<file path="src/design/cbrf_pkg.sv">
// ============================================================================
// cbrf_pkg
// Shared types and codes for the contiguous block ring FIFO address manager.
// ============================================================================
package cbrf_pkg;

    // operation codes
    localparam logic [1:0] OP_READ    = 2'd0;
    localparam logic [1:0] OP_RESERVE = 2'd1;
    localparam logic [1:0] OP_COMMIT  = 2'd2;
    localparam logic [1:0] OP_NONE    = 2'd3;

    // result status codes
    localparam logic [1:0] ST_OK         = 2'd0;
    localparam logic [1:0] ST_OVERSIZE   = 2'd1;
    localparam logic [1:0] ST_SHORT      = 2'd2;
    localparam logic [1:0] ST_COMMIT_ERR = 2'd3;

    // configuration register indexes
    localparam logic [1:0] REG_BUFFER_BYTES   = 2'd0;
    localparam logic [1:0] REG_RESERVE_OFFSET = 2'd1;
    localparam logic [1:0] REG_READ_GRAN_MAX  = 2'd2;
    localparam logic [1:0] REG_WRITE_GRAN_MAX = 2'd3;

    localparam int unsigned CFG_IDX_W  = 2;
    localparam int unsigned CFG_DATA_W = 17;

    // configuration reset values
    localparam logic [16:0] BUFFER_BYTES_RST   = 17'd4096;
    localparam logic [15:0] RESERVE_OFFSET_RST = 16'd0;
    localparam logic [15:0] READ_GRAN_RST      = 16'd256;
    localparam logic [15:0] WRITE_GRAN_RST     = 16'd256;

    typedef struct packed {
        logic [1:0]  opcode;
        logic [15:0] block_bytes;
    } in_item_t;

    typedef struct packed {
        logic [1:0]  status;
        logic [15:0] block_addr;
        logic [15:0] granted_bytes;
        logic        copy_needed;
        logic [15:0] copy_from;
    } out_item_t;

endpackage

</file>
<file path="src/design/contiguous_block_ring_fifo.sv">
// ============================================================================
// contiguous_block_ring_fifo
// Address manager for a byte ring buffer that only ever grants contiguous
// blocks. Each request is a read, a write reservation or a write commit and
// yields one result (opcode 3 is dropped with no result). A request is taken
// into an input register, evaluated against the pointer state in a single
// pass and the result lands in an output register: one request per clock is
// sustained while the result side does not stall. The rate is set by the
// pointer update loop.
// The output register decouples the sides, so a new request is still taken
// while a finished result waits unless that result is stalled and the input
// register already holds the next request. A wrapped read sets copy_needed:
// the caller must then have reserve_offset bytes copied from copy_from to
// address zero before using the block. Writing buffer_bytes or
// reserve_offset resets all pointers; write configuration only when idle.
// ============================================================================
module contiguous_block_ring_fifo
    import cbrf_pkg::*;
#(
    parameter int unsigned MAX_BUFFER_BYTES = 65536
)
(
    input  logic                  clk,
    input  logic                  rst_n,
    // request channel
    input  logic                  in_valid,
    output logic                  in_stall,
    input  in_item_t              in_data,
    // result channel
    output logic                  out_valid,
    input  logic                  out_stall,
    output out_item_t             out_data,
    // configuration
    input  logic                  cfg_we,
    input  logic [CFG_IDX_W-1:0]  cfg_index,
    input  logic [CFG_DATA_W-1:0] cfg_data
);

    // buffer_bytes is 17 bits, so sizes never go above 131071
    localparam int unsigned BUF_CAP = (MAX_BUFFER_BYTES < 131071) ?
                                      MAX_BUFFER_BYTES : 131071;
    localparam int unsigned PTR_W   = $clog2(BUF_CAP + 1);

    logic             in_valid_reg;
    in_item_t         in_item_reg;
    logic             out_valid_reg;
    out_item_t        out_item_reg;

    logic             advance;    // output register can take a new value
    logic             fire;       // request in the input register is evaluated
    out_item_t        result;
    logic             has_result;

    logic [PTR_W-1:0] eff_buf, eff_off, init_buf, init_off;
    logic [15:0]      read_gran_max, write_gran_max;
    logic             reinit;

    cbrf_cfg #(
        .BUF_CAP (BUF_CAP),
        .PTR_W   (PTR_W)
    ) u_cfg (
        .clk            (clk),
        .rst_n          (rst_n),
        .cfg_we         (cfg_we),
        .cfg_index      (cfg_index),
        .cfg_data       (cfg_data),
        .eff_buf        (eff_buf),
        .eff_off        (eff_off),
        .read_gran_max  (read_gran_max),
        .write_gran_max (write_gran_max),
        .reinit         (reinit),
        .init_buf       (init_buf),
        .init_off       (init_off)
    );

    cbrf_core #(
        .BUF_CAP (BUF_CAP),
        .PTR_W   (PTR_W)
    ) u_core (
        .clk            (clk),
        .rst_n          (rst_n),
        .fire           (fire),
        .item           (in_item_reg),
        .eff_buf        (eff_buf),
        .eff_off        (eff_off),
        .read_gran_max  (read_gran_max),
        .write_gran_max (write_gran_max),
        .reinit         (reinit),
        .init_buf       (init_buf),
        .init_off       (init_off),
        .result         (result),
        .has_result     (has_result)
    );

    // output slot is free when empty or being drained this cycle
    assign advance  = !out_valid_reg || !out_stall;
    assign fire     = in_valid_reg && advance;
    // input register holds when its request cannot move on
    assign in_stall = in_valid_reg && !advance;

    // input register
    always_ff @(posedge clk or negedge rst_n)
    begin
        if (!rst_n)
        begin
            in_valid_reg <= 1'b0;
        end
        else if (!in_stall)
        begin
            in_valid_reg <= in_valid;
        end
    end

    always_ff @(posedge clk)
    begin
        if (!in_stall && in_valid)
        begin
            in_item_reg <= in_data;
        end
    end

    // result register
    always_ff @(posedge clk or negedge rst_n)
    begin
        if (!rst_n)
        begin
            out_valid_reg <= 1'b0;
        end
        else if (advance)
        begin
            out_valid_reg <= fire && has_result;
        end
    end

    always_ff @(posedge clk)
    begin
        if (fire && has_result)
        begin
            out_item_reg <= result;
        end
    end

    assign out_valid = out_valid_reg;
    assign out_data  = out_item_reg;

    // ------------------------------------------------------------------------
    // checks
    // ------------------------------------------------------------------------

    // a stalled input only ever comes from a stalled, full result register
    a_stall_cause: assert property (@(posedge clk) disable iff (!rst_n)
        in_stall |-> (out_valid_reg && out_stall))
        else $error("input stalled without a blocked result");

    // every evaluated request with a real opcode shows a result next cycle
    a_result_follows: assert property (@(posedge clk) disable iff (!rst_n)
        (fire && (in_item_reg.opcode != OP_NONE)) |=> out_valid)
        else $error("request evaluated but no result presented");

    // refused requests grant nothing
    a_refused_empty: assert property (@(posedge clk) disable iff (!rst_n)
        (out_valid && (out_data.status != ST_OK)) |->
        ((out_data.granted_bytes == 16'd0) && (out_data.block_addr == 16'd0) &&
         !out_data.copy_needed))
        else $error("refused request carries a grant");

    // copy_from stays zero whenever no tail copy is asked for
    a_copy_ok: assert property (@(posedge clk) disable iff (!rst_n)
        (out_valid && !out_data.copy_needed) |-> (out_data.copy_from == 16'd0))
        else $error("copy source set without a copy");

endmodule

</file>
<file path="src/design/cbrf_cfg.sv">
// ============================================================================
// cbrf_cfg
// Configuration registers with clamped working values.
// ============================================================================
module cbrf_cfg
    import cbrf_pkg::*;
#(
    parameter int unsigned BUF_CAP = 65536,
    parameter int unsigned PTR_W   = 17
)
(
    input  logic                  clk,
    input  logic                  rst_n,
    input  logic                  cfg_we,
    input  logic [CFG_IDX_W-1:0]  cfg_index,
    input  logic [CFG_DATA_W-1:0] cfg_data,
    output logic [PTR_W-1:0]      eff_buf,
    output logic [PTR_W-1:0]      eff_off,
    output logic [15:0]           read_gran_max,
    output logic [15:0]           write_gran_max,
    output logic                  reinit,
    output logic [PTR_W-1:0]      init_buf,
    output logic [PTR_W-1:0]      init_off
);

    logic [16:0] buffer_bytes_reg, buffer_bytes_next;
    logic [15:0] reserve_offset_reg, reserve_offset_next;
    logic [15:0] read_gran_reg, read_gran_next;
    logic [15:0] write_gran_reg, write_gran_next;

    // buffer size held to 1..cap
    function automatic logic [PTR_W-1:0] clamp_buf(input logic [16:0] v);
        logic [16:0] c;
        if (v == 17'd0)
        begin
            c = 17'd1;
        end
        else if (32'(v) > BUF_CAP)
        begin
            c = 17'(BUF_CAP);
        end
        else
        begin
            c = v;
        end
        return PTR_W'(c);
    endfunction

    // offset held below the buffer size
    function automatic logic [PTR_W-1:0] clamp_off(input logic [15:0] v,
                                                   input logic [PTR_W-1:0] b);
        logic [16:0] bm1;
        logic [16:0] o;
        bm1 = 17'(b) - 17'd1;
        if ({1'b0, v} > bm1)
        begin
            o = bm1;
        end
        else
        begin
            o = {1'b0, v};
        end
        return PTR_W'(o);
    endfunction

    always_comb
    begin
        buffer_bytes_next   = buffer_bytes_reg;
        reserve_offset_next = reserve_offset_reg;
        read_gran_next      = read_gran_reg;
        write_gran_next     = write_gran_reg;
        reinit              = 1'b0;
        if (cfg_we)
        begin
            case (cfg_index)
                REG_BUFFER_BYTES:
                begin
                    buffer_bytes_next = cfg_data;
                    reinit            = 1'b1;
                end
                REG_RESERVE_OFFSET:
                begin
                    reserve_offset_next = cfg_data[15:0];
                    reinit              = 1'b1;
                end
                REG_READ_GRAN_MAX:  read_gran_next  = cfg_data[15:0];
                REG_WRITE_GRAN_MAX: write_gran_next = cfg_data[15:0];
                default:            reinit = 1'b0;
            endcase
        end
    end

    always_ff @(posedge clk or negedge rst_n)
    begin
        if (!rst_n)
        begin
            buffer_bytes_reg   <= BUFFER_BYTES_RST;
            reserve_offset_reg <= RESERVE_OFFSET_RST;
            read_gran_reg      <= READ_GRAN_RST;
            write_gran_reg     <= WRITE_GRAN_RST;
        end
        else
        begin
            buffer_bytes_reg   <= buffer_bytes_next;
            reserve_offset_reg <= reserve_offset_next;
            read_gran_reg      <= read_gran_next;
            write_gran_reg     <= write_gran_next;
        end
    end

    assign eff_buf        = clamp_buf(buffer_bytes_reg);
    assign eff_off        = clamp_off(reserve_offset_reg, eff_buf);
    assign init_buf       = clamp_buf(buffer_bytes_next);
    assign init_off       = clamp_off(reserve_offset_next, init_buf);
    assign read_gran_max  = read_gran_reg;
    assign write_gran_max = write_gran_reg;

endmodule

</file>
<file path="src/design/cbrf_core.sv">
// ============================================================================
// cbrf_core
// Pointer state and single-pass grant logic for read, reserve and commit.
// ============================================================================
module cbrf_core
    import cbrf_pkg::*;
#(
    parameter int unsigned BUF_CAP = 65536,
    parameter int unsigned PTR_W   = 17
)
(
    input  logic             clk,
    input  logic             rst_n,
    input  logic             fire,
    input  in_item_t         item,
    input  logic [PTR_W-1:0] eff_buf,
    input  logic [PTR_W-1:0] eff_off,
    input  logic [15:0]      read_gran_max,
    input  logic [15:0]      write_gran_max,
    input  logic             reinit,
    input  logic [PTR_W-1:0] init_buf,
    input  logic [PTR_W-1:0] init_off,
    output out_item_t        result,
    output logic             has_result
);

    // arithmetic width: room for a pointer or a size plus one carry bit
    localparam int unsigned AW = ((PTR_W > 16) ? PTR_W : 16) + 1;
    // reset buffer size after clamping to the cap (offset resets to zero)
    localparam int unsigned RST_BUF = (32'(BUFFER_BYTES_RST) > BUF_CAP) ?
                                      BUF_CAP : 32'(BUFFER_BYTES_RST);

    logic [PTR_W-1:0] rd_pos_reg,   rd_pos_next;
    logic [PTR_W-1:0] wr_pos_reg,   wr_pos_next;
    logic [PTR_W-1:0] last_res_reg, last_res_next;
    logic [PTR_W-1:0] rd_limit_reg, rd_limit_next;
    logic [PTR_W-1:0] readable_reg, readable_next;
    logic [PTR_W-1:0] writable_reg, writable_next;

    logic [AW-1:0] n_w, rp_w, wp_w, lr_w, rl_w, rd_w, wr_w, b_w, o_w, size_w;
    logic [AW-1:0] rp_sum, wp_sum, o_sum, lr_sum;
    logic [AW-1:0] unread, wrap_addr, copy_src, wrap_end;
    logic [AW-1:0] reserved, unwritten, rd_left, rd_commit;

    assign n_w    = AW'(item.block_bytes);
    assign rp_w   = AW'(rd_pos_reg);
    assign wp_w   = AW'(wr_pos_reg);
    assign lr_w   = AW'(last_res_reg);
    assign rl_w   = AW'(rd_limit_reg);
    assign rd_w   = AW'(readable_reg);
    assign wr_w   = AW'(writable_reg);
    assign b_w    = AW'(eff_buf);
    assign o_w    = AW'(eff_off);
    assign size_w = b_w - o_w;

    assign rp_sum = rp_w + n_w;
    assign wp_sum = wp_w + n_w;
    assign o_sum  = o_w + n_w;
    assign lr_sum = lr_w + n_w;

    // wrapped read: unread tail sits in the mirrored prefix
    assign unread    = (rl_w >= rp_w) ? (rl_w - rp_w) : '0;
    assign wrap_addr = (o_w >= unread) ? (o_w - unread) : '0;
    assign copy_src  = (rl_w >= o_w) ? (rl_w - o_w) : '0;
    assign wrap_end  = wrap_addr + n_w;

    // commit: give back what was reserved but not written
    assign reserved  = wp_w - lr_w;
    assign unwritten = reserved - n_w;
    assign rd_left   = (rd_w > unwritten) ? (rd_w - unwritten) : '0;
    assign rd_commit = (rd_left > size_w) ? size_w : rd_left;

    always_comb
    begin
        rd_pos_next   = rd_pos_reg;
        wr_pos_next   = wr_pos_reg;
        last_res_next = last_res_reg;
        rd_limit_next = rd_limit_reg;
        readable_next = readable_reg;
        writable_next = writable_reg;
        result        = '0;
        has_result    = 1'b1;
        case (item.opcode)
            OP_READ:
            begin
                if (n_w > AW'(read_gran_max))
                begin
                    result.status = ST_OVERSIZE;
                end
                else if (n_w > rd_w)
                begin
                    result.status = ST_SHORT;
                end
                else
                begin
                    result.status        = ST_OK;
                    result.granted_bytes = item.block_bytes;
                    if (rp_sum <= rl_w)
                    begin
                        result.block_addr = rp_w[15:0];
                        rd_pos_next       = PTR_W'(rp_sum);
                    end
                    else
                    begin
                        result.block_addr  = wrap_addr[15:0];
                        result.copy_needed = 1'b1;
                        result.copy_from   = copy_src[15:0];
                        rd_pos_next        = PTR_W'(wrap_end);
                        rd_limit_next      = eff_buf;
                    end
                    writable_next = PTR_W'(wr_w + n_w);
                    readable_next = PTR_W'(rd_w - n_w);
                end
            end
            OP_RESERVE:
            begin
                if (n_w > AW'(write_gran_max))
                begin
                    result.status = ST_OVERSIZE;
                end
                else if (n_w > wr_w)
                begin
                    result.status = ST_SHORT;
                end
                else
                begin
                    result.status        = ST_OK;
                    result.granted_bytes = item.block_bytes;
                    if (wp_sum <= b_w)
                    begin
                        result.block_addr = wp_w[15:0];
                        last_res_next     = wr_pos_reg;
                        wr_pos_next       = PTR_W'(wp_sum);
                    end
                    else
                    begin
                        result.block_addr = o_w[15:0];
                        last_res_next     = eff_off;
                        rd_limit_next     = wr_pos_reg;
                        wr_pos_next       = PTR_W'(o_sum);
                    end
                    readable_next = PTR_W'(rd_w + n_w);
                    writable_next = PTR_W'(wr_w - n_w);
                end
            end
            OP_COMMIT:
            begin
                if ((wp_w < lr_w) || (n_w > reserved))
                begin
                    result.status = ST_COMMIT_ERR;
                end
                else
                begin
                    result.status        = ST_OK;
                    result.block_addr    = lr_w[15:0];
                    result.granted_bytes = item.block_bytes;
                    readable_next        = PTR_W'(rd_commit);
                    writable_next        = PTR_W'(size_w - rd_commit);
                    wr_pos_next          = PTR_W'(lr_sum);
                end
            end
            default:
            begin
                has_result = 1'b0;
            end
        endcase
    end

    always_ff @(posedge clk or negedge rst_n)
    begin
        if (!rst_n)
        begin
            rd_pos_reg   <= '0;
            wr_pos_reg   <= '0;
            last_res_reg <= '0;
            rd_limit_reg <= PTR_W'(RST_BUF);
            readable_reg <= '0;
            writable_reg <= PTR_W'(RST_BUF);
        end
        else if (reinit)
        begin
            rd_pos_reg   <= init_off;
            wr_pos_reg   <= init_off;
            last_res_reg <= init_off;
            rd_limit_reg <= init_buf;
            readable_reg <= '0;
            writable_reg <= init_buf - init_off;
        end
        else if (fire)
        begin
            rd_pos_reg   <= rd_pos_next;
            wr_pos_reg   <= wr_pos_next;
            last_res_reg <= last_res_next;
            rd_limit_reg <= rd_limit_next;
            readable_reg <= readable_next;
            writable_reg <= writable_next;
        end
    end

endmodule

</file>
<file path="config.mk">
export PLATFORM = sky130hd
export DESIGN_NAME = contiguous_block_ring_fifo
export DESIGN_NICKNAME = d
export VERILOG_FILES = /design/src/design/cbrf_pkg.sv /design/src/design/contiguous_block_ring_fifo.sv /design/src/design/cbrf_cfg.sv /design/src/design/cbrf_core.sv
export SDC_FILE = /design/constraint.sdc
export NUM_CORES = 1
export LEC_CHECK = 0
export BUFFER_PORTS_ARGS = -buffer_cell sky130_fd_sc_hd__buf_2
export CORE_UTILIZATION = 65
export DETAILED_ROUTE_END_ITERATION = 6
export PLACE_DENSITY = 0.84
export SLEW_MARGIN = 20
export SYNTH_ARGS = -nofsm -noshare
export SYNTH_HDL_FRONTEND = slang
export SYNTH_SLANG_ARGS = --single-unit
</file>
<file path="constraint.sdc">
create_clock -name clk -period 15.34 [get_ports clk]
set_input_delay 0.767 -clock clk [delete_from_list [all_inputs] [get_ports clk]]
set_output_delay 0.767 -clock clk [all_outputs]
set_load 0.005 [all_outputs]
</file>
==> impl_results.md <==
- Outcome: complete, but fails checks
- Failing checks: DRC
- Crit Path Category: reg2reg
- Met1 Wirelength: 40.88 mm
- Fmax: 76.76 MHz
- Layout cells sized above 1: 9.596%
- Fin crit share: 84.93%
- Routed wl met3: 16.88 mm
- Setup TNS: 0 ps
- Synth Register Bits: 238
- Num CTS Buffers: 29
- CP Launch Type: flip-flop
- Largest register FFs: 51
- Final WL: 119.2 mm
- Max transition margin: 16.03%
- Req. time, crit path: 15850 ps
- Row count: 76
- Detailed placer's ending HPWL: 89.33 mm
- Vias in the first global route: 28080
- DRT iter0 DRCs: 3795
- Area of the mapped netlist: 0.02889 mm^2
- First-pass GRT wire length: 174.6 mm
- YS warnings: 0
- Commonest non-fill, non-tap cell in the layout: ha_1
- Core Area: 0.04346 mm^2
- Async S/R FF share, synth: 71.01%
- Clk_lat worst skew: 590 ps
- Fin. max-slew vios: 0
- Synth Net Count: 3987
- Fillers: 3360
- Minimum clock period: 13030 ps
- DR top layer: met5
- Die Y-Extent: 212.8 um
- Sink Count: 238
- Wirelength per Cell: 28.49 um
- CTS Hold Buffers Added: 0
- Clock slew seen by the registers of the worst setup and hold paths: 60 ps
- Slowest stage cell, crit path: or4_4
- Total die area: 0.04529 mm^2
- Ys flop type: dfrtp_1
- Met2 wire length: 48.24 mm
- CP endpoint kind: flip-flop
- Die X: 212.8 um
- Setup Fix Bufs, Post-CTS: 0
- PortBufs: 94
- CTS resizes: 0
- Worst-Margin Slew: 1259 ps
- Critical Path Max Stage Delay: 570 ps
- Worst Hold Class: in2async
- Vias: 29800
- Worst Skew: 13.06 ps
- RSZ-0062 raised after global routing: false
- H-tree depth: 1
- Synth unique cells: 104
- Mean number of vias per cell: 7.122
- Post-Synthesis Cells: 3512
- CTS root buffer: clkbuf_16
- Data arrival, critical path: 13540 ps
- Post-synth EDFFs: 69
- Final setup fails: 0
- First-pass detailed-route iteration total: 7
- Mean post-synth cell area: 8.225 um^2
- Initial antenna violation count: 22
- Final hold vios: 0
- Leading cell types in the layout, fill and taps excluded: ha_1, a21oi_1, inv_1
- Placer's final routability congestion estimate: 1.206
- Syn-to-layout area delta: 7.515%
- Final Net Count: 4038
- Worst path most repeated cell: o21ai_0
- DRC Markers: 9
- Max Buffers Root-to-Sink: 3
- Total Routing Usage GR: 52.69%
- Total congestion overflow: 0
- Pin count of the biggest net entering global routing: 76
- Critical path peak fanout: 27
- Antenna viol nets, final: 0
- IO Count: 95
- Clock tree from TritonCTS: done
- Max cap viols: 0
- Seq/Total Area, Yosys: 21.83%
- Initial Util: 66.47%
-- per-layer routing --
metal	vias up	GRT usage, %
met1	13830	59.94
met5	-	0
met2	2264	75.84
met3	756	21.43
li1	12920	-
met4	22	46.94
-- final timing paths --
check	from	end	slack, ps	depth (start not counted)
min in group clk	in_data[3]	in_item_reg[3]	350	1
max in group asynchronous	rst_n	u_core.rd_pos_reg[16]	13880	2
worst min register to register	u_cfg.write_gran_max[4]	u_cfg.write_gran_max[4]	510	1
worst min-delay path	rst_n	u_core.writable_reg[6]	120	1
worst max-delay path	u_cfg.buffer_bytes_reg[4]	u_core.writable_reg[16]	2310	54
worst max register to register	u_cfg.buffer_bytes_reg[4]	u_core.writable_reg[16]	2310	54
-- worst max-delay path: cells and delay by family (launching register included) --
| family | cells | cell delay, ps |
|---|---|---|
| and+or+nand+nor | 20 | 4420 |
| AOI/OAI and AO/OA | 22 | 4760 |
| buffers and inverters | 4 | 700 |
| xor gates and xnor gates | 2 | 410 |
| adders and majority gates | 5 | 1790 |
| DFF | 1 | 480 |
| muxes | 1 | 380 |
-- cell type report --
class                      count  area, um^2  share of cell area (%)
timing repair buffer         137       799.5                   2.574
antenna                       14       35.03                  0.1128
clock inverter                17       255.2                  0.8218
clock buffer                  36       772.0                   2.486
sequential                   238        6307                   20.31
multi-input combinational   2865       21060                   67.81
inverter                     292        1096                   3.529
tap                          585       732.0                   2.357
-- cell families after synthesis --
kind of cell             synth area share [%]
multiplexers                            5.462
flip-flops                              21.83
XOR/XNOR                                7.212
adder cells (fa/ha/maj)                 19.22
AND/OR/NAND/NOR                         16.58
AO/OA/AOI/OAI                           24.15
other                                 0.02600
buffers and inverters                   5.509
-- synth_stat cells (39+ instances only) --
cell type / number / area (um^2)
edfxtp_1: 69 / 2072
nor2_1: 277 / 1040
nor2b_1: 54 / 337.8
nand3_1: 53 / 265.3
xor2_1: 69 / 604.3
mux2i_1: 72 / 720.7
a21o_1: 100 / 750.7
dfrtp_1: 164 / 4104
o21ai_0: 183 / 915.9
nor3_1: 95 / 475.5
clkbuf_1: 85 / 319.1
inv_1: 290 / 1089
nand2_1: 248 / 930.9
xnor2_1: 167 / 1463
and2_1: 39 / 244.0
o21a_1: 65 / 488.0
mux2_2: 60 / 675.7
a211oi_1: 53 / 397.9
a21oi_1: 328 / 1642
ha_1: 415 / 5192
-- metrics by stage --
stage | utilization, % | instance area [um^2] | std cells | hold WS [ps] | setup slack (ps)
floorplan | - | 28890 | 3512 | 471.4 | 4408
global placement | 68.96 | 29970 | 4115 | 487.2 | 3037
detailed placement | 68.96 | 29970 | 4115 | 494.6 | 2768
CTS | 71.33 | 31000 | 4168 | 144.3 | 2698
global route | 71.41 | 31030 | 4173 | 193.3 | 1234
finish | 71.47 | 31060 | 4184 | 120.3 | 2312
Power is not shown: default switching activity piles up to over one toggle a cycle in this logic, so the estimate is an artifact.
